==> src/design/double_to_custom_float_unit_defines.svh <==
// ----------------------------------------------------------------------------
// double_to_custom_float_unit_defines
// Assertion macros used by the converter top level.
// ----------------------------------------------------------------------------
`ifndef DOUBLE_TO_CUSTOM_FLOAT_UNIT_DEFINES_SVH
`define DOUBLE_TO_CUSTOM_FLOAT_UNIT_DEFINES_SVH

`ifndef NO_ASSERTIONS

// Clocked check, masked while reset is high.
`define DCF_ASSERT(lbl, clk, rst, prop, msg) \
  lbl: assert property (@(posedge clk) disable iff (rst) prop) else $error(msg);

// Clocked check that also holds across reset.
`define DCF_ASSERT_NR(lbl, clk, prop, msg) \
  lbl: assert property (@(posedge clk) prop) else $error(msg);

`else

`define DCF_ASSERT(lbl, clk, rst, prop, msg)
`define DCF_ASSERT_NR(lbl, clk, prop, msg)

`endif

`endif

==> src/design/dcf_pkg.sv <==
// ----------------------------------------------------------------------------
// dcf_pkg
// Types and constants for the double to custom float converter.
// ----------------------------------------------------------------------------
package dcf_pkg;

  localparam int DBL_FRAC_W   = 52;
  localparam int DBL_EXP_W    = 11;
  localparam int DBL_SIGN_POS = 63;
  localparam int DBL_BIAS     = 1023;
  localparam int WORD_W       = 64;
  localparam int EXP_FIELD_W  = 31;  // widest target exponent
  localparam int BE_W         = 32;  // signed rebiased exponent
  localparam int FW_W         = 6;   // target fraction width 0..62
  localparam int TB_W         = 7;
  localparam int EB_W         = 5;
  localparam int CFG_DATA_W   = 7;
  localparam int CFG_IDX_W    = 1;

  typedef enum logic [CFG_IDX_W-1:0] {
    REG_TOTAL_BITS = 1'b0,
    REG_EXP_BITS   = 1'b1
  } reg_idx_t;

  typedef struct packed {
    logic [TB_W-1:0] total_bits;
    logic [EB_W-1:0] exp_bits;
  } cfg_t;

  // decode stage result
  typedef struct packed {
    logic                   sign;
    logic                   bad;
    logic                   exp_zero;
    logic                   exp_max;
    logic                   frac_nz;
    logic [DBL_FRAC_W-1:0]  frac;
    logic signed [BE_W-1:0] be;
    logic [FW_W-1:0]        fw;
  } dec_t;

  // align stage result
  typedef struct packed {
    logic                   sign;
    logic                   bad;
    logic [EXP_FIELD_W-1:0] exp_field;
    logic [WORD_W-1:0]      frac_field;
    logic [FW_W-1:0]        fw;
  } aln_t;

endpackage

==> src/design/dcf_decode.sv <==
// ----------------------------------------------------------------------------
// dcf_decode
// Stage 1: splits the double, classifies it and rebiases the exponent.
// ----------------------------------------------------------------------------
module dcf_decode (
  input  logic                          clk,
  input  logic                          rst,
  input  dcf_pkg::cfg_t                 cfg,
  input  logic                          in_valid,
  output logic                          in_ready,
  input  logic [dcf_pkg::WORD_W-1:0]    double_bits,
  output logic                          out_valid,
  input  logic                          out_ready,
  output dcf_pkg::dec_t                 out_data
);
  import dcf_pkg::*;

  logic                    valid;
  dec_t                    data;
  dec_t                    data_next;
  logic [DBL_EXP_W-1:0]    dexp;
  logic [EXP_FIELD_W-1:0]  bias;

  assign in_ready  = !valid || out_ready;
  assign out_valid = valid;
  assign out_data  = data;

  always_comb begin
    dexp = double_bits[DBL_FRAC_W +: DBL_EXP_W];
    bias = EXP_FIELD_W'((32'd1 << EB_W'(cfg.exp_bits - EB_W'(1))) - 32'd1);
    data_next.sign     = double_bits[DBL_SIGN_POS];
    data_next.bad      = (cfg.exp_bits == '0) ||
                         (cfg.total_bits <= {2'b00, cfg.exp_bits}) ||
                         (cfg.total_bits > TB_W'(WORD_W));
    data_next.exp_zero = (dexp == '0);
    data_next.exp_max  = (dexp == '1);
    data_next.frac     = double_bits[DBL_FRAC_W-1:0];
    data_next.frac_nz  = (double_bits[DBL_FRAC_W-1:0] != '0);
    data_next.be       = signed'(BE_W'({21'b0, dexp}) + BE_W'({1'b0, bias})
                                 - BE_W'(DBL_BIAS));
    data_next.fw       = FW_W'(cfg.total_bits - {2'b00, cfg.exp_bits} - TB_W'(1));
  end

  always_ff @(posedge clk) begin
    if (rst) begin
      valid <= 1'b0;
    end else if (in_ready) begin
      valid <= in_valid;
    end
  end

  always_ff @(posedge clk) begin
    if (in_ready && in_valid) begin
      data <= data_next;
    end
  end

endmodule

==> src/design/dcf_align.sv <==
// ----------------------------------------------------------------------------
// dcf_align
// Stage 2: range checks on the exponent and fraction alignment.
// ----------------------------------------------------------------------------
module dcf_align (
  input  logic            clk,
  input  logic            rst,
  input  dcf_pkg::cfg_t   cfg,
  input  logic            in_valid,
  output logic            in_ready,
  input  dcf_pkg::dec_t   in_data,
  output logic            out_valid,
  input  logic            out_ready,
  output dcf_pkg::aln_t   out_data
);
  import dcf_pkg::*;

  logic                   valid;
  aln_t                   data;
  aln_t                   data_next;
  logic [EXP_FIELD_W-1:0] emax;
  logic [WORD_W-1:0]      frac_ext;
  logic                   ovf;
  logic                   unf;

  assign in_ready  = !valid || out_ready;
  assign out_valid = valid;
  assign out_data  = data;

  always_comb begin
    emax     = EXP_FIELD_W'((32'd1 << cfg.exp_bits) - 32'd1);
    frac_ext = {12'b0, in_data.frac};
    ovf      = (in_data.be >= signed'({1'b0, emax}));
    unf      = (in_data.be <= BE_W'(0));

    data_next.sign       = in_data.sign;
    data_next.bad        = in_data.bad;
    data_next.fw         = in_data.fw;
    data_next.exp_field  = '0;
    data_next.frac_field = '0;

    if (in_data.exp_zero) begin
      // zero or subnormal: signed zero
    end else if (in_data.exp_max) begin
      data_next.exp_field = emax;
      if (in_data.frac_nz && (in_data.fw != '0)) begin
        data_next.frac_field = WORD_W'(1) << FW_W'(in_data.fw - FW_W'(1));
      end
    end else if (ovf) begin
      data_next.exp_field = emax;
    end else if (unf) begin
      // flush to signed zero
    end else begin
      data_next.exp_field = in_data.be[EXP_FIELD_W-1:0];
      if (in_data.fw < FW_W'(DBL_FRAC_W)) begin
        data_next.frac_field = frac_ext >> FW_W'(FW_W'(DBL_FRAC_W) - in_data.fw);
      end else begin
        data_next.frac_field = frac_ext << FW_W'(in_data.fw - FW_W'(DBL_FRAC_W));
      end
    end
  end

  always_ff @(posedge clk) begin
    if (rst) begin
      valid <= 1'b0;
    end else if (in_ready) begin
      valid <= in_valid;
    end
  end

  always_ff @(posedge clk) begin
    if (in_ready && in_valid) begin
      data <= data_next;
    end
  end

endmodule

==> src/design/dcf_pack.sv <==
// ----------------------------------------------------------------------------
// dcf_pack
// Stage 3: places sign, exponent and fraction into the output word.
// ----------------------------------------------------------------------------
module dcf_pack (
  input  logic                        clk,
  input  logic                        rst,
  input  dcf_pkg::cfg_t               cfg,
  input  logic                        in_valid,
  output logic                        in_ready,
  input  dcf_pkg::aln_t               in_data,
  output logic                        out_valid,
  input  logic                        out_ready,
  output logic [dcf_pkg::WORD_W-1:0]  converted_bits,
  output logic                        bad_format
);
  import dcf_pkg::*;

  logic              valid;
  logic [WORD_W-1:0] word;
  logic [WORD_W-1:0] word_next;
  logic              bad;
  logic [FW_W-1:0]   sign_pos;

  assign in_ready       = !valid || out_ready;
  assign out_valid      = valid;
  assign converted_bits = word;
  assign bad_format     = bad;

  always_comb begin
    sign_pos = FW_W'(cfg.total_bits - TB_W'(1));
    if (in_data.bad) begin
      word_next = '0;
    end else begin
      word_next = ({63'b0, in_data.sign} << sign_pos) |
                  ({33'b0, in_data.exp_field} << in_data.fw) |
                  in_data.frac_field;
    end
  end

  always_ff @(posedge clk) begin
    if (rst) begin
      valid <= 1'b0;
    end else if (in_ready) begin
      valid <= in_valid;
    end
  end

  always_ff @(posedge clk) begin
    if (in_ready && in_valid) begin
      word <= word_next;
      bad  <= in_data.bad;
    end
  end

endmodule

==> src/design/double_to_custom_float_unit.sv <==
// ----------------------------------------------------------------------------
// double_to_custom_float_unit
// Double to custom-width float converter, three-stage pipeline.
// ----------------------------------------------------------------------------
// Takes one IEEE-754 double request per cycle while in_ready is high and
// returns it in a float format of total_bits width with exp_bits exponent
// bits, right-aligned in 64 bits (sign, exponent, fraction; unused upper
// bits zero). A request passes through three register stages (decode,
// align, pack), each of which holds its item while the stage after it is
// stalled. The fraction is truncated, never rounded. Zero and double
// subnormals give signed zero, out-of-range exponents give signed infinity
// or signed zero, NaN sets only the top fraction bit. A format with
// exp_bits of zero, total_bits not above exp_bits, or total_bits above 64
// returns zero with bad_format set. Write total_bits (index 0) and exp_bits
// (index 1) only while the pipeline is empty.
// ----------------------------------------------------------------------------
`include "double_to_custom_float_unit_defines.svh"

module double_to_custom_float_unit (
  input  logic                            clk,
  input  logic                            rst,
  // configuration writes
  input  logic                            wr_en,
  input  logic [dcf_pkg::CFG_IDX_W-1:0]   wr_index,
  input  logic [dcf_pkg::CFG_DATA_W-1:0]  wr_data,
  // request channel
  input  logic                            in_valid,
  output logic                            in_ready,
  input  logic [dcf_pkg::WORD_W-1:0]      double_bits,
  // result channel
  output logic                            out_valid,
  input  logic                            out_ready,
  output logic [dcf_pkg::WORD_W-1:0]      converted_bits,
  output logic                            bad_format
);
  import dcf_pkg::*;

  // format registers
  logic [TB_W-1:0] total_bits;
  logic [EB_W-1:0] exp_bits;
  cfg_t            cfg;

  // stage links
  logic dec_valid;
  logic dec_ready;
  dec_t dec_data;
  logic aln_valid;
  logic aln_ready;
  aln_t aln_data;

  assign cfg.total_bits = total_bits;
  assign cfg.exp_bits   = exp_bits;

  // Write port: registered writes, no read-back.
  always_ff @(posedge clk) begin
    if (rst) begin
      total_bits <= TB_W'(32);
      exp_bits   <= EB_W'(8);
    end else if (wr_en) begin
      unique case (reg_idx_t'(wr_index))
        REG_TOTAL_BITS: total_bits <= wr_data[TB_W-1:0];
        REG_EXP_BITS:   exp_bits   <= wr_data[EB_W-1:0];
        default: ;
      endcase
    end
  end

  // Stage 1: field split, class flags, rebias
  dcf_decode u_decode (
    .clk         (clk),
    .rst         (rst),
    .cfg         (cfg),
    .in_valid    (in_valid),
    .in_ready    (in_ready),
    .double_bits (double_bits),
    .out_valid   (dec_valid),
    .out_ready   (dec_ready),
    .out_data    (dec_data)
  );

  // Stage 2: overflow/underflow decision, fraction shift
  dcf_align u_align (
    .clk       (clk),
    .rst       (rst),
    .cfg       (cfg),
    .in_valid  (dec_valid),
    .in_ready  (dec_ready),
    .in_data   (dec_data),
    .out_valid (aln_valid),
    .out_ready (aln_ready),
    .out_data  (aln_data)
  );

  // Stage 3: word assembly; its register is the output register
  dcf_pack u_pack (
    .clk            (clk),
    .rst            (rst),
    .cfg            (cfg),
    .in_valid       (aln_valid),
    .in_ready       (aln_ready),
    .in_data        (aln_data),
    .out_valid      (out_valid),
    .out_ready      (out_ready),
    .converted_bits (converted_bits),
    .bad_format     (bad_format)
  );

  // Checks
  `DCF_ASSERT(a_bad_is_zero, clk, rst, (out_valid && bad_format) |-> (converted_bits == '0), "bad format result not zero")
  `DCF_ASSERT(a_ready_follows_out, clk, rst, out_ready |-> in_ready, "input stalled while output drains")
  `DCF_ASSERT(a_stall_means_full, clk, rst, !in_ready |-> (dec_valid && aln_valid && out_valid && !out_ready), "input stalled with a free stage")
  `DCF_ASSERT_NR(a_reset_empties, clk, rst |=> !out_valid, "result valid right after reset")

endmodule
==> config.mk <==
export PLATFORM = sky130hd
export DESIGN_NAME = double_to_custom_float_unit
export DESIGN_NICKNAME = d
export VERILOG_FILES = /design/src/design/dcf_pkg.sv /design/src/design/dcf_decode.sv /design/src/design/dcf_align.sv /design/src/design/dcf_pack.sv /design/src/design/double_to_custom_float_unit.sv
export VERILOG_INCLUDE_DIRS = /design/src /design/src/design
export SDC_FILE = /design/constraint.sdc
export NUM_CORES = 1
export LEC_CHECK = 0
export BUFFER_PORTS_ARGS = -buffer_cell sky130_fd_sc_hd__buf_4
export CAP_MARGIN = 20
export CELL_PAD_IN_SITES_DETAIL_PLACEMENT = 2
export CELL_PAD_IN_SITES_GLOBAL_PLACEMENT = 2
export CORE_MARGIN = 1
export CORE_UTILIZATION = 36
export CTS_CLUSTER_DIAMETER = 40
export DETAILED_ROUTE_END_ITERATION = 16
export PLACE_DENSITY = 0.9
export SLEW_MARGIN = 40
export SYNTH_ARGS = -nofsm -noshare
export SYNTH_HDL_FRONTEND = slang
export SYNTH_SLANG_ARGS = --single-unit
==> constraint.sdc <==
create_clock -name clk -period 10.3 [get_ports clk]
set_input_delay 2.06 -clock clk [delete_from_list [all_inputs] [get_ports clk]]
set_output_delay 2.06 -clock clk [all_outputs]
set_load 0.05 [all_outputs]
# After elaboration in Yosys (flattened, before gate mapping)
# Cells that the tools add are included.
[classes] n_addsub=11 n_mul=0 div=0 n_lt_le_gt_ge=5 n_eq_ne=1 shift=7 mux=6 n_bitwise=3 reduce_logical=18
[ops] operator="$mux 64" n=3
[ops] operator="$mux 95" n=2
[ops] operator="$or 64x64->64" n=2
[ops] operator="$shl 1x6->64" n=1
[ops] operator="$shl 1x6->64 const A" n=1
[ops] operator="$shl 31x6->64" n=1
[ops] operator="$shl 52x6->64" n=1
[ops] operator="$shr 52x6->64" n=1
[ops] operator="$shl 1x5->31 const A" n=2
[ops] operator="$sub 31x1->31 const B" n=2
[ops] operator="$reduce_bool 52->1" n=1
[ops] operator="$add 11x31->32" n=1
[ops] operator="$ge 32x32->1" n=1
[ops] operator="$le 32x1->1 const B" n=1
[ops] operator="$sub 32x10->32 const B" n=1
[ops] operator="$mux 31" n=1
[ops] operator="$sub 6x1->6 const B" n=3
[ops] operator="$eq 11x11->1 const B" n=1
[ops] operator="$logic_not 11->1" n=1
[ops] operator="$gt 7x7->1 const B" n=1
[ops] operator="$le 7x5->1" n=1
[ops] operator="$lt 6x6->1 const B" n=1
[ops] operator="$reduce_bool 6->1" n=1
[ops] operator="$sub 6x5->6" n=1
[ops] operator="other kinds (9)" n=19
[totals] ff_bits=278 latchBits=0 ram_bits=0 rom_bits=0 input_bits=77 n_memories=0

# Logic depth before layout (Yosys ltp)
# Gate-level depths: netlist (run 1).
[logic_depth] word_depth=6 depth_mapped=25

# By module
# From an unflattened synthesis (run 1), not the netlist that was laid out.
[hier_totals] cells_unflattened=2765 hier_area_um2=26648.1
[modules_own_cells] module="dcf_align" instances=1 cells_per_inst=1495 area_per_inst_um2=13511.7
[modules_own_cells] module="dcf_decode" instances=1 cells_per_inst=675 area_per_inst_um2=6984.2
[modules_own_cells] module="dcf_pack" instances=1 cells_per_inst=548 area_per_inst_um2=5654.2
[modules_own_cells] module="double_to_custom_float_unit" instances=1 cells_per_inst=47 area_per_inst_um2=498.0

# Least setup slack after synthesis (run 1)
# OpenSTA, ideal clock, no wires.
[synth_path] path_kind="input to register" startpoint="input port out_ready" endpoint="register u_align.data, in the netlist u_align.out_data[0], enable pin" setup_time_ns=0.722 arrival_ns=9.611 required_time_ns=9.578 path_slack_ns=-0.033 stages=2 cell_sequence="nor2b_1 -> a21boi_0"
[synth_via] elab_chain_len=3
[synth_lines] element="start, declared" line_no="double_to_custom_float_unit.sv:32" rtl="input logic out_ready,"
[synth_lines] element="$logic_or 1x1->1" line_no="dcf_pack.sv:25" rtl="assign in_ready = !valid || out_ready;"
[synth_lines] element="$logic_or 1x1->1" line_no="dcf_align.sv:26" rtl="assign in_ready = !valid || out_ready;"
[synth_lines] element="$logic_and 1x1->1" line_no="dcf_align.sv:72" rtl="if (in_ready && in_valid) begin"
[synth_lines] element="end signal, assigned" line_no="dcf_align.sv:73" rtl="data <= data_next;"
[synth_lines] element="end, declared" line_no="dcf_align.sv:19" rtl="aln_t data;"
# No other way between the ends.
# A chain may end at the register's enable or synchronous reset.

# Final worst setup path (run 1)
[layout_path] startpoint="register exp_bits[0]" endpoint="register u_align.data, in the netlist u_align.out_data[65], data pin"
[layout_via] elab_chain_len=5
[layout_lines] element="start, declared" line_no="double_to_custom_float_unit.sv:40" rtl="logic [EB_W-1:0] exp_bits;"
[layout_lines] element="start signal, assigned" line_no="double_to_custom_float_unit.sv:62" rtl="REG_EXP_BITS: exp_bits <= wr_data[EB_W-1:0];"
[layout_lines] element="$shl 1x5->31" line_no="dcf_align.sv:31" rtl="emax = EXP_FIELD_W'((32'd1 << cfg.exp_bits) - 32'd1);"
[layout_lines] element="$sub 31x1->31" line_no="dcf_align.sv:31"
[layout_lines] element="$ge 32x32->1" line_no="dcf_align.sv:33" rtl="ovf = (in_data.be >= signed'({1'b0, emax}));"
[layout_lines] element="$mux 64" line_no="dcf_align.sv:49" rtl="end else if (ovf) begin"
[layout_lines] element="$mux 95" line_no="dcf_align.sv:44" rtl="end else if (in_data.exp_max) begin"
# No other way between the ends.

==> results list, run 1 <==
- Number of global-route vias before repair: 24081
* Post-route DRC violation count: 0
* Detailed-routing wirelength on met1: approximately 45000 microns
- Later-pin clock latency in the skew report: 0.62 ns
- Maxcap violations: 0
- Portion of the post-synthesis area used by sequential elements: 35.56%
- Total half-perimeter wirelength after legalization and detailed placement: 82060 microns
- On the final layout, the worst clock skew is 0.05114 ns.
* Total leakage power: 9.876 nW
* Prevailing post-synth register cell: sky130_fd_sc_hd__edfxtp_1
* Top routing layer in use: met5
- For this run, the post-layout net count is 2762.
- Reg2reg end: u_align.out_data[65]
* Unrepaired setup endpoints after global routing: no
* Transition time of the tightest slew-check pin: between 0.9 and 1 ns
* Type of the most critical hold path: flip-flop to flip-flop
* Iteration count of the initial detailed-routing pass: 8
- The routed layout has ~23000 vias.
- Cell count after synthesis: 2542
* Buffers & Inverters on Critical Path: 3
- sky130_fd_sc_hd__edfxtp_1 takes more of the synthesized area than any other cell.
* Most frequent CP cell: sky130_fd_sc_hd__nand2_1
- Max Clock Freq: 0.1447 GHz
* Wire length per cell after detailed routing: ~32 microns
- Using the TritonRoute via totals, the vias-per-cell ratio works out to 6.589.
* Number of buffers on the longest clock path: 3
* YS warnings: 0
- Run status: completed
- Post-synthesis register bit count: between 200 and 300
- The number of max-slew violations in the final report was 0.
* FF-to-FF path depth: 20
- Of all flip-flops after synthesis, the portion carrying an async set or reset was 0%.
* Syn avg cell area: 9.069 sq um
- Share of the clock period used by the worst path: between 60% and 70%
* Tmin final: 6.911 ns
- Global routing usage summed across all routing layers: 33.93%
- Setup slack closes at ~3.4 ns.
- Global-route wire length before repair: 164000 microns
- Number of non-filler instances in the completed layout: 3482
- In the post-synthesis netlist, the biggest area contributors are sky130_fd_sc_hd__edfxtp_1 (34%), sky130_fd_sc_hd__mux4_2 (9.7%), sky130_fd_sc_hd__nand2_1 (6.3%), sky130_fd_sc_hd__mux2i_1 (5.2%), sky130_fd_sc_hd__ha_1 (4.8%).
* Number of clock sinks: 278
* Clock Root Buffer: sky130_fd_sc_hd__clkbuf_16
* Number of enable flip-flop cells after synthesis: 263
- The signal on the critical path passes through clkinv_1, nand2_1, nor2_1, nand2_1, ha_1, nand2_1, o31ai_1, a22o_1, nand2_1, nand2_1, inv_1, ha_1, a21o_1, a21oi_1, o211ai_1, a21o_1, a21oi_4, buf_4, nand2b_1, o21ai_0.
* Core region area: 63200 sq um
- Sum of negative setup slack: 0 ns
- Synthesis produced a netlist with a net count of between 2000 and 3000.
* Die Area: 65060 sq um
- Hold Slack: 0.4267 ns
- Min-Delay Endpoint: u_align.out_data[102]
- After filler insertion, the fill cell instance count of the layout stands at 6710.
- Share of final-layout standard cells stronger than drive strength 1: 17.15%
- Power per cell area: 189.5 nW/um^2
- Weighted congestion at the end of routability-driven global placement: 1.008
- Setup violations remaining at the end of the flow were counted as 0.
- Largest delay share family, worst path: simple AND/OR/NAND/NOR gates
- Counting instances, the worst hold path has a depth of 0.
- The worst setup path is captured at a flip-flop.
- Area growth from synthesis to layout: 15.64%
- STA classifies the critical path startpoint as a flip-flop.
- Clock-pin slew of the registers on the worst-case setup and hold paths: approximately 0.060 ns
* Number of antenna violations at the first check in global routing: 4
* Buffer count from post-CTS setup fixing: 0
- For this run the aggregate overflow at the end of global routing stands at 0.
* Longest individual stage delay on the worst path: 0.75 ns
- Largest vdd supply drop: 0.1531 mV
- The H-tree was split into 2 levels.
- Slowest cell on the critical path: sky130_fd_sc_hd__dfxtp_1
- Of all nets on the critical path, the largest fanout is 72.
- The final hold violation count is 0.
* Resized Gates After CTS: 0
* Met3 wire length: 7417 microns
- TritonCTS built the clock tree.
- Number of different library cells in the post-synthesis netlist: 75
* Pin count of the biggest net entering global routing: between 80 and 90
- The critical path is of the flip-flop to flip-flop type.
- Routed wire length: roughly 110000 microns
- Netlist Area Pre-Place: 23050 sq um
* Starting DRC count in detailed routing: 2301
* Post-Place Setup Slack: approximately 3.7 ns
* Number of placed instances with taps included: 3387
- The share of synthesized area in the top cell type comes to 34.26%.
- Reg2Reg Launch Point: exp_bits[0]
* Cts-stage hold buffer count: 0
- Final antenna-violating net count: 0
- Signal arrival time at the worst endpoint: ~7.3 ns
* Hold path startpoint: u_decode.out_data[94]
- 144 I/O pins were placed.
* Setup slack on the worst flop-to-flop path: 3.39 ns
- In this run the tool buffered the top-level ports with 143 buffer cells.
- Die width: 255.1 microns
- Number of clock buffers inserted by TritonCTS: 50
* # rows: 92
- Data required time at the worst endpoint: 10.72 ns
- Headroom to the max-slew limit came out at 38.08%.
- In this run the vertical extent of the chip is 255.1 microns.
- Total length of routed met2 wires: between 50000 and 60000 microns
- For this configuration, the core starts out at a cell density of ~36%.
## per-stage QoR
step                total power [W]  util, %  area, sq um
floorplan                  0.002585        -        23050
global placement           0.003198    39.33        24850
detailed placement         0.003300    39.40        24900
CTS                        0.004999    42.09        26600
global route               0.005198    42.18        26660
finish                     0.005051    42.19        26660
## synthesized netlist by cell type, drive strengths merged (14+ instances only)
cell	number
a211oi	28
a21o	34
a21oi	203
a221oi	50
a22oi	36
a31oi	27
a32oi	15
and2	22
and3	15
buf	59
clkbuf	127
dfxtp	15
edfxtp	263
ha	89
inv	79
mux2	30
mux2i	119
mux4	99
nand2	387
nand2b	22
nand3	44
nand4	15
nor2	266
nor2b	14
nor3	38
nor4	28
o211ai	24
o21a	16
o21ai	160
o22ai	55
xnor2	32
xor2	15
## logic make-up (layout without fill, tap and decap cells)
| kind of cell | count (synthesis) | count (layout) | synth area share (%) |
|---|---|---|---|
| muxes | 248 | 248 | 16.30 |
| other | 0 | 1 | 0 |
| and+or+nand+nor | 880 | 880 | 16.47 |
| buffers and inverters | 268 | 361 | 4.570 |
| xor gates and xnor gates | 47 | 47 | 1.786 |
| DFF | 278 | 278 | 35.56 |
| AOI/OAI and AO/OA | 730 | 730 | 20.31 |
| adders and majority gates | 91 | 91 | 5.004 |
## sequential cells by signal, summed over array words and instances (netlist names)
name	count
u_decode.out_data	95
u_pack.bad_format	1
u_pack.out_valid	1
u_decode.out_valid	1
total_bits	7
u_align.out_data	103
u_align.out_valid	1
u_pack.converted_bits	64
exp_bits	5
## worst max-delay path by stage
stage	from	endpoint	depth (start not counted)
after global routing	exp_bits[0]	u_align.out_data[20]	20
final	exp_bits[0]	u_align.out_data[65]	20
after floorplan	out_ready	u_align.out_data[0]	2
after global placement	exp_bits[1]	u_align.out_data[42]	16
after CTS	exp_bits[1]	u_align.out_data[65]	19
after detailed placement	exp_bits[1]	u_align.out_data[65]	16
## layout make-up
type                    instances  area, sq um  share of cell area (%)
inverters                      82        307.8                   1.155
repair buffers                186         1430                   5.364
clock inverters                39        431.7                   1.619
well taps                     846         1059                   3.971
flip-flops and latches        278         8200                   30.76
clock buffers                  54         1266                   4.750
diodes                          1        2.502                0.009387
multi-input cells            1996        13960                   52.37
## placed cells by master, fill, tap and decap left out, types with 21 or more instances in the layout
cell type	n
sky130_fd_sc_hd__a211oi_1	27
sky130_fd_sc_hd__a21o_1	32
sky130_fd_sc_hd__a21oi_1	201
sky130_fd_sc_hd__a221oi_1	50
sky130_fd_sc_hd__a22oi_1	36
sky130_fd_sc_hd__a31oi_1	24
sky130_fd_sc_hd__and2_1	21
sky130_fd_sc_hd__buf_4	178
sky130_fd_sc_hd__clkbuf_16	50
sky130_fd_sc_hd__edfxtp_1	263
sky130_fd_sc_hd__ha_1	85
sky130_fd_sc_hd__inv_1	76
sky130_fd_sc_hd__mux2_2	30
sky130_fd_sc_hd__mux2i_1	119
sky130_fd_sc_hd__mux4_2	99
sky130_fd_sc_hd__nand2_1	385
sky130_fd_sc_hd__nand2b_1	22
sky130_fd_sc_hd__nand3_1	44
sky130_fd_sc_hd__nor2_1	261
sky130_fd_sc_hd__nor3_1	33
sky130_fd_sc_hd__nor4_1	27
sky130_fd_sc_hd__o211ai_1	24
sky130_fd_sc_hd__o21ai_0	156
sky130_fd_sc_hd__o22ai_1	53
sky130_fd_sc_hd__xnor2_1	29
## worst reg2reg max path, cell delays in order (launching register included)
cell	delay, ns
sky130_fd_sc_hd__dfxtp_1	0.75
sky130_fd_sc_hd__clkinv_1	0.44
sky130_fd_sc_hd__nand2_1	0.25
sky130_fd_sc_hd__nor2_1	0.13
sky130_fd_sc_hd__nand2_1	0.42
sky130_fd_sc_hd__ha_1	0.74
sky130_fd_sc_hd__nand2_1	0.34
sky130_fd_sc_hd__o31ai_1	0.15
sky130_fd_sc_hd__a22o_1	0.17
sky130_fd_sc_hd__nand2_1	0.06
sky130_fd_sc_hd__nand2_1	0.15
sky130_fd_sc_hd__inv_1	0.07
sky130_fd_sc_hd__ha_1	0.30
sky130_fd_sc_hd__a21o_1	0.21
sky130_fd_sc_hd__a21oi_1	0.27
sky130_fd_sc_hd__o211ai_1	0.15
sky130_fd_sc_hd__a21o_1	0.29
sky130_fd_sc_hd__a21oi_4	0.15
sky130_fd_sc_hd__buf_4	0.66
sky130_fd_sc_hd__nand2b_1	0.61
sky130_fd_sc_hd__o21ai_0	0.39
## where the power goes
group | switching (W) | internal [W]
Combinational | 0.00129 | 0.000605
Clock | 0.000679 | 0.000994
Sequential | 0.000128 | 0.00136
Total | 0.00209 | 0.00296
## per-layer routing
layer | global-route usage [%] | vias to the layer above
li1 | - | 9712
met1 | 43.99 | 11780
met2 | 56.42 | 1140
met3 | 4.943 | 305
met4 | 14.32 | 6
met5 | 0 | -
Note: power is estimated with default switching activity, not from simulation.
==> run 2, diff against run 1 <==
CORE_UTILIZATION = 40   (was 36)
PLACE_DENSITY = 0.95   (was 0.9)
clock period = 6.9 ns   (was 10.3 ns; I/O delays follow)
==> run 2 against run 1 <==
Maximum frequency up 9.2%. Wire length up 8.0%. Register-to-register slack worse by 2.8 ns. Critical path type unchanged. Critical endpoint is now u_decode.out_data[36]. Largest power group is now clock.
==> results list, run 2 (synthesis gave the netlist of run 1 again) <==
* Later-pin clock latency in the skew report: 0.64 ns (was 0.62 ns)
- Longest individual stage delay on the worst path: 0.45 ns (was 0.75 ns)
- Count of final setup violators: 0 (unchanged)
- The clock tree root buffer cell was sky130_fd_sc_hd__clkbuf_16 (unchanged).
- Run status: completed (unchanged).
* Unrepaired setup endpoints after global routing: no (unchanged)
- Vias post-DR: 23442 (was 22943)
* Largest vdd supply drop: 0.2333 mV (was 0.1531 mV)
- The number of detailed-routing iterations run before antenna repair was 5 (was 8).
- Number of buffers on the longest clock path: 3 (unchanged)
- Smallest setup slack after layout: 0.5725 ns (was 3.389 ns)
* Largest delay share family, worst path: simple AND/OR/NAND/NOR gates (unchanged)
- The top-level port count is 144 (unchanged).
* Number of buffers added on ports: 143 (unchanged)
* Total half-perimeter wirelength after legalization and detailed placement: 86990 microns (was 82060 microns)
* CTS tree: yes (unchanged)
* Number of global-route vias before repair: 24664 (was 24081)
* Tmin final: 6.328 ns (was 6.911 ns)
* Cts-stage hold buffer count: 0 (unchanged)
* Total leakage power: 10.13 nW (was 9.876 nW)
* Post-Place Setup Slack: 1.008 ns (was 3.658 ns)
- The CTS buffer count was 57 (was 50).
* Die Area: 58600 sq um (was 65060 sq um)
- Die H: 242.1 microns (was 255.1 microns)
- GRT overflow: 0 (unchanged)
- The average via count per standard cell was 6.856 (was 6.589).
* Maxcap violations: 0 (unchanged)
* Final #Nets: 2786 (was 2762)
- Max-slew violation count: 0 (unchanged)
* Level count of the clock H-tree: 2 (unchanged)
- The clock slew at the register clock pins of the worst setup and hold paths is 0.05 ns (was 0.06 ns).
- The period utilization is 91.70% (was 67.09%).
* Area growth from synthesis to layout: 17.38% (was 15.64%)
- Critical path class: flip-flop to flip-flop (unchanged)
- Power per cell area: 299.7 nW/um^2 (was 189.5 nW/um^2)
- Wire length per cell after detailed routing: 35.13 microns (was 31.94 microns)
- The number of design rule violations left after detail routing is 0 (unchanged).
- The flip-flop count of the largest register after layout was 103 (unchanged).
- The effective utilization at floorplan is 40.65% (was 36.48%).
- # rows: 87 (was 92)
- Number of clock sinks: 278 (unchanged)
* Share of final-layout standard cells stronger than drive strength 1: 17.99% (was 17.15%)
* Signal arrival time at the worst endpoint: 6.67 ns (was 7.33 ns)
* Max Clock Freq: 0.1580 GHz (was 0.1447 GHz)
- Largest fanout on the critical path: 13 (was 72)
- Critical-path cell list: buf_4, inv_1, nand2_1, nor2_1, nand2_1, ha_1, or2_2, nor3_1, a31oi_1, o21a_1, ha_1, inv_1, ha_1, nand4_1, or2_0, or3_1, a31oi_2, a21oi_1, a311oi_1, a21o_1, a21oi_1, xnor2_1 (was clkinv_1, nand2_1, nor2_1, nand2_1, ha_1, nand2_1, o31ai_1, a22o_1, nand2_1, nand2_1, inv_1, ha_1, a21o_1, a21oi_1, o211ai_1, a21o_1, a21oi_4, buf_4, nand2b_1, o21ai_0)
* Data required time at the worst endpoint: 7.24 ns (was 10.72 ns)
- Resized Gates After CTS: 0 (unchanged)
- The number of post-CTS setup repair buffers was 0 (unchanged).
- The total routed wirelength is 120100 microns (was 111200 microns).
* Buffers & Inverters on Critical Path: 3 (unchanged)
* Global-route wire length before repair: 176400 microns (was 164000 microns)
- The cell with the largest stage delay on the worst path is sky130_fd_sc_hd__or3_1 (was sky130_fd_sc_hd__dfxtp_1).
- The leading cell type in the layout, fill and taps excluded is sky130_fd_sc_hd__nand2_1 (unchanged).
- Global routing usage summed across all routing layers: 40.51% (was 33.93%)
* Starting DRC count in detailed routing: 2768 (was 2301)
* Post-route cell area: 27060 sq um (was 26660 sq um)
- Pin count of the biggest net entering global routing: 83 (was 86)
- The total core area came to 56710 sq um (was 63200 sq um).
* Critical path capture point type: flip-flop (unchanged)
- The category of the worst setup path launch point is a flip-flop (unchanged).
* Leading cell types in the layout, fill and taps excluded: sky130_fd_sc_hd__nand2_1 (385), sky130_fd_sc_hd__edfxtp_1 (263), sky130_fd_sc_hd__nor2_1 (260), sky130_fd_sc_hd__a21oi_1 (200), sky130_fd_sc_hd__buf_4 (194) (was sky130_fd_sc_hd__nand2_1 (385), sky130_fd_sc_hd__edfxtp_1 (263), sky130_fd_sc_hd__nor2_1 (261), sky130_fd_sc_hd__a21oi_1 (201), sky130_fd_sc_hd__buf_4 (178))
- The area of placed instances is 24980 sq um (was 24900 sq um).
- The x dimension of the die was 242.1 microns (was 255.1 microns).
* Final antenna-violating net count: 0 (unchanged)
- Most frequent CP cell: sky130_fd_sc_hd__ha_1 (was sky130_fd_sc_hd__nand2_1)
- The aggregate negative setup slack is 0 ns (unchanged).
* Worst clock skew: 0.03682 ns (was 0.05114 ns)
- The max-slew headroom at the worst pin came to 31.61% (was 38.08%).
- The final hold violation count was 0 (unchanged).
- The slew of the pin with the lowest slew margin is 1.017 ns (was 0.9226 ns).
- Type of the most critical hold path: flip-flop to flip-flop (unchanged)
* End-of-flow core utilization: 47.72% (was 42.19%)
- The number of antenna violations at the first check in global routing was 1 (was 4).
* Weighted congestion at the end of routability-driven global placement: 0.9964 (was 1.008)
## run 2: cell count changes in the layout (fill, tap and decap cells not counted), sizes merged
cell      previous run  this run
buf                186       202
bufinv               3        10
clkbuf              54        67
clkinvlp            10         7
inv                 90        84
## run 2: per-stage QoR
stage | total power (W) | hold WS (ns) | std cells
4_1_cts | 0.008000 | 0.4366 | 3416
2_1_floorplan | 0.003857 | 0.4003 | 2542
3_5_place_dp | 0.004983 | 0.4151 | 3313
6_report | 0.008109 | 0.4260 | 3419
5_1_grt | 0.008293 | 0.4432 | 3418
3_3_place_gp | 0.004814 | 0.4011 | 3310
## run 2: final timing paths
path                            cells past startpoint                  start  slack, ns               endpoint
worst min register to register                      0  u_decode.out_data[94]       0.43  u_align.out_data[102]
worst max register to register                     22            exp_bits[2]       0.57  u_decode.out_data[36]
worst max-delay path                               22            exp_bits[2]       0.57  u_decode.out_data[36]
worst min-delay path                                0  u_decode.out_data[94]       0.43  u_align.out_data[102]
## run 2: final cells by class
class | count | area, sq um
sequential | 278 | 8198
timing repair buffer | 203 | 1567
multi-input combinational | 1996 | 14030
tap | 756 | 945.9
clock buffer | 66 | 1460
fill | 5913 | 29650
clock inverter | 37 | 546.8
antenna | 1 | 2.502
inverter | 82 | 307.8
## run 2: report_power, final
group	internal, W	switching, W	total (W)
Clock	0.00190	0.00105	0.00295
Sequential	0.00203	0.000220	0.00225
Combinational	0.000918	0.00199	0.00291
## run 2: worst register-to-register path, cell delays in order, from the launching register on
cell                       delay, ns
sky130_fd_sc_hd__dfxtp_1        0.41
sky130_fd_sc_hd__buf_4          0.25
sky130_fd_sc_hd__inv_1          0.29
sky130_fd_sc_hd__nand2_1        0.35
sky130_fd_sc_hd__nor2_1         0.27
sky130_fd_sc_hd__nand2_1        0.11
sky130_fd_sc_hd__ha_1           0.38
sky130_fd_sc_hd__or2_2          0.42
sky130_fd_sc_hd__nor3_1         0.28
sky130_fd_sc_hd__a31oi_1        0.08
sky130_fd_sc_hd__o21a_1         0.19
sky130_fd_sc_hd__ha_1           0.28
sky130_fd_sc_hd__inv_1          0.05
sky130_fd_sc_hd__ha_1           0.40
sky130_fd_sc_hd__nand4_1        0.17
sky130_fd_sc_hd__or2_0          0.28
sky130_fd_sc_hd__or3_1          0.45
sky130_fd_sc_hd__a31oi_2        0.32
sky130_fd_sc_hd__a21oi_1        0.17
sky130_fd_sc_hd__a311oi_1       0.43
sky130_fd_sc_hd__a21o_1         0.21
sky130_fd_sc_hd__a21oi_1        0.09
sky130_fd_sc_hd__xnor2_1        0.16
## run 2: per-layer routing
metal / up-vias / global-route usage [%] / wire [microns]
li1: 9768 / - / -
met1: 12009 / 50.93 / 47640
met2: 1291 / 66.76 / 56590
met3: 374 / 6.503 / 8462
met4: 0 / 21.84 / 7418
met5: - / 0 / 0
